$ cat config.mk
export PLATFORM = sky130hd
export DESIGN_NAME = fawc_tag_cam
export DESIGN_NICKNAME = d
export VERILOG_FILES = /design/src/rtl/fawc_pkg.sv /design/src/rtl/fawc_tag_cam.sv
export SDC_FILE = /design/constraint.sdc
export NUM_CORES = 2
export LEC_CHECK = 0
export BUFFER_PORTS_ARGS = -buffer_cell sky130_fd_sc_hd__buf_2
export CAP_MARGIN = 0
export CORE_MARGIN = 5
export CORE_UTILIZATION = 35
export CTS_BUF_LIST = sky130_fd_sc_hd__clkbuf_4 sky130_fd_sc_hd__clkbuf_8
export CTS_CLUSTER_SIZE = 40
export DETAILED_ROUTE_END_ITERATION = 10
export PLACE_DENSITY = 0.58
export SETUP_SLACK_MARGIN = 0.1
export SLEW_MARGIN = 20
export SYNTH_ARGS = -nofsm -noshare
export SYNTH_HDL_FRONTEND = slang
export SYNTH_SLANG_ARGS = --single-unit
$ cat constraint.sdc
create_clock -name clk -period 4.24 [get_ports clk]
set_input_delay 0 -clock clk [delete_from_list [all_inputs] [get_ports clk]]
set_output_delay 0 -clock clk [all_outputs]
set_load 0.01 [all_outputs]
$ cat src/rtl/fawc_pkg.sv
`timescale 1ns / 1ps
// shared types, constants and helpers of the fully associative write-back cache
package fawc_pkg;

  localparam int ADDR_W = 32;
  localparam int DATA_W = 64;
  localparam int BE_W = 8;
  localparam int SEED_W = 16;

  localparam int DEF_LINES = 64;
  localparam int DEF_WPL = 8;
  localparam int DEF_ADDR_BITS = 32;

  localparam logic [SEED_W-1:0] LFSR_TAPS = 16'hB400;
  localparam logic [SEED_W-1:0] LFSR_ONE = 16'h0001;

  typedef enum logic [1:0] {
    OP_READ  = 2'd0,
    OP_WRITE = 2'd1,
    OP_FILL  = 2'd2,
    OP_NONE  = 2'd3
  } opcode_t;

  typedef enum logic [2:0] {
    KIND_READ  = 3'd0,
    KIND_ACK   = 3'd1,
    KIND_FILL  = 3'd2,
    KIND_WB    = 3'd3,
    KIND_BUSY  = 3'd4
  } resp_kind_t;

  function automatic logic [DATA_W-1:0] byte_merge(input logic [DATA_W-1:0] old_word,
                                                   input logic [DATA_W-1:0] new_word,
                                                   input logic [BE_W-1:0] be);
    logic [DATA_W-1:0] res;
    res = old_word;
    for (int b = 0; b < BE_W; b++) begin
      if (be[b]) begin
        res[8*b +: 8] = new_word[8*b +: 8];
      end
    end
    return res;
  endfunction

  function automatic logic [SEED_W-1:0] lfsr_step(input logic [SEED_W-1:0] v);
    return (v >> 1) ^ (v[0] ? LFSR_TAPS : '0);
  endfunction

endpackage

$ cat src/rtl/fawc_tag_cam.sv
`timescale 1ns / 1ps
// tag match array with valid bits and a registered hit vector
module fawc_tag_cam import fawc_pkg::*; #(
  parameter int LINES = DEF_LINES,
  parameter int TAG_W = 26
) (
  input  logic                     clk,
  input  logic                     rst,
  input  logic                     lookup_en,
  input  logic [TAG_W-1:0]         lookup_tag,
  input  logic                     wr_en,
  input  logic [$clog2(LINES)-1:0] wr_slot,
  input  logic [TAG_W-1:0]         wr_tag,
  output logic                     hit,
  output logic [$clog2(LINES)-1:0] hit_slot
);
  localparam int SLOT_W = $clog2(LINES);

  logic [LINES-1:0] valid;
  logic [TAG_W-1:0] tags [LINES];
  logic [LINES-1:0] hit_vec;

  always_ff @(posedge clk) begin
    if (rst) begin
      valid <= '0;
    end else if (wr_en) begin
      valid[wr_slot] <= 1'b1;
    end
  end

  always_ff @(posedge clk) begin
    if (wr_en) begin
      tags[wr_slot] <= wr_tag;
    end
    if (lookup_en) begin
      for (int i = 0; i < LINES; i++) begin
        hit_vec[i] <= valid[i] && (tags[i] == lookup_tag);
      end
    end
  end

  assign hit = |hit_vec;

  always_comb begin
    hit_slot = '0;
    for (int i = 0; i < LINES; i++) begin
      if (hit_vec[i]) begin
        hit_slot = hit_slot | SLOT_W'(i);
      end
    end
  end
endmodule

==> metrics.txt <==
status completed; Area Growth Syn to Fin 16.1%; vias per inst about 5.3; gr ovfl total 0; Post-synth ARST share 0; RSZ-0062 raised after global routing false; CTS sink count approximately 1800; clk buf depth 4; Seq/Total Area, Yosys 0.715; most frequent cells in the layout edfxtp_1 (1728), xnor2_1 (1662), nand4_1 (390), clkbuf_8 (342), buf_4 (222); Critical Path Start hit_vec[15]; min-delay src wr_tag[19]; Die Footprint 0.222 sq mm; Chip Width roughly 470 um; RR Endpoint hit_vec[11]; crit path launch type flop; dpl cells about 7400; Pwr Total 38.1 mW; max-cap violation count 0; Slew headroom 0.219; Clock Latency Late Sink about 1.0 ns; Hold Path Class primary input to flop; core area ~0.21 sq mm; worst-margin pin slew 1.17 ns; maximum operating frequency roughly 0.28 GHz; CP Capture Type output pin; leak pwr ~25 nW; Placer Congestion 0.819; Root Buffer Master clkbuf_8; CTS clk-pin slew, worst paths around 0.06 ns; Hold Crit Endpoint tags[49][19]; total CTS buffers about 310; Initial DRC Count 5847; share of cells above drive strength 1 0.171; reg2reg setup slack between 1.5 and 2 ns; Die H between 400 and 500 um; # IOs 69; Initial Utilization 0.351; Setup Viol. Count Final 0; CP max FO 3; yosys warns 0; CTS tree built; EDFF count, synth 1728; worst IR drop on VDD between 0.0003 and 0.0004 V; drc violations 0; antenna viol nets, final 0; average footprint of a synthesized cell about 16 sq um; number of global-route vias before repair 41578; Mapped Cells about 4500; setup_tns 0 ns; PD cells approximately 440 mW/mm^2; period utilisation layout 0.856; routed vias 42986; post-DP HPWL approximately 130 mm; routed wire length around 250 mm; commonest non-fill, non-tap cell in the layout edfxtp_1; Synth Flop Type edfxtp_1; htree depth 5; R2R cell count 5; Final Hold Fails 0; Layout Cells excl Fill about 8100; number of port buffers 68; fill count between 15000 and 20000; Worst EP required 4.24 ns; largest net degree at the start of global routing 46; Routed WL per cell ~31 um; RR Startpoint tags[11][18]; First-pass DRT Iterations 5; Post-layout nets just over 5000; # rows roughly 170; first-pass GRT wire length between 300 and 400 mm; synthesized cell area between 0.07 and 0.08 sq mm; Fin Clk Skew 0.0589 ns; register bit count reported by yosys 1792; Cell variety after synth 30; post-CTS sizing 0; Syn Nets roughly 4600; GRT Overall Usage 0.221; fin. max-slew vios 0; Hold Path Depth 2; antenna violations before repair 26; Worst Path Class, Setup flop to output pin; Post-CTS Setup Bufs 0; Final min period between 3 and 4 ns; Data arrival, critical path approximately 3.6 ns
## synth_stat cells, types with 4 or more instances
master / n / area [sq um]
nor2_1: 187 / 702
nand4_1: 390 / 2440
nor4_2: 39 / 488
nand3_1: 68 / 340
nor3_1: 5 / 25.0
dfxtp_1: 64 / 1280
buf_2: 82 / 410
nand2_1: 11 / 41.3
xnor2_1: 1662 / 14600
edfxtp_1: 1728 / 51900
nor4_1: 54 / 338
buf_6: 81 / 912
a31oi_1: 4 / 25.0
clkbuf_1: 20 / 75.1
or4_1: 68 / 510
buf_4: 19 / 143
## worst max-delay path: stages, from the launching register on
cell and delay (ns):
edfxtp_1 0.56, nor4_1 0.90, nand2_1 0.24, or4_1 0.69, buf_2 0.22
## flip-flops by register name (all words and copies together) (netlist names)
register and count:
hit_vec 64, valid 64, tags 1664
## metal layers
metal  part of all wire  track usage  vias up
met2               0.47        0.359     2352
li1                   -            -    17608
met1               0.42        0.309    22656
met5                  0            0        -
met4              0.024       0.0558        0
met3              0.089       0.0381      370
## how the worst max path moves through the flow
stage                  end  slack (ns)  cells past startpoint
3_5_place_dp   hit_vec[46]        1.04                      6
6_report       hit_slot[3]        0.61                      4
5_1_grt        hit_slot[2]        0.60                      5
4_1_cts        hit_slot[3]        0.66                      4
2_1_floorplan  tags[32][0]        1.21                      4
3_3_place_gp   hit_vec[17]        0.38                      6
## metrics by stage
step	setup slack (ns)	util	hold slack (ns)	cell area [sq um]
after floorplan	1.21	-	0.0989	74400
after global placement	0.376	0.373	0.449	78900
after detailed placement	1.04	0.373	0.446	79100
after CTS	0.662	0.408	0.00288	86400
after global routing	0.597	0.408	0.0314	86400
final	0.609	0.408	0.0825	86400
## layout make-up
| class | count | area, sq um | share of cell area |
|---|---|---|---|
| Inverter | 2 | 7.51 | 0.0000869 |
| Multi-Input combinational cell | 2514 | 19900 | 0.231 |
| Timing Repair Buffer | 398 | 3620 | 0.0419 |
| Antenna cell | 11 | 27.5 | 0.000319 |
| Sequential cell | 1792 | 53200 | 0.616 |
| Clock buffer | 473 | 5690 | 0.0659 |
| Tap cell | 2821 | 3530 | 0.0409 |
| Clock inverter | 74 | 415 | 0.00481 |
## report_power, final
part | switching, mW | internal (mW) | total [mW] | leakage, nW
clock network | 7.01 | 8.76 | 15.8 | 3.26
logic | 1.88 | 0.823 | 2.71 | 6.08
registers | 0.0743 | 19.5 | 19.6 | 16.1
## repair_timing
item | 4_1_cts | 5_1_grt
hold buffers | 115 | 0
endpoints found under the setup margin | 0 | 0
endpoints found under the hold margin | 1981 | 0
## cells by family after synthesis
| kind of cell | after synthesis | synth area share |
|---|---|---|
| DFF | 1792 | 0.715 |
| xor gates and xnor gates | 1664 | 0.196 |
| buffers and inverters | 204 | 0.0208 |
| and+or+nand+nor | 842 | 0.0678 |
| AOI/OAI and AO/OA | 8 | 0.000740 |
Power figures use the tool's default switching activity.
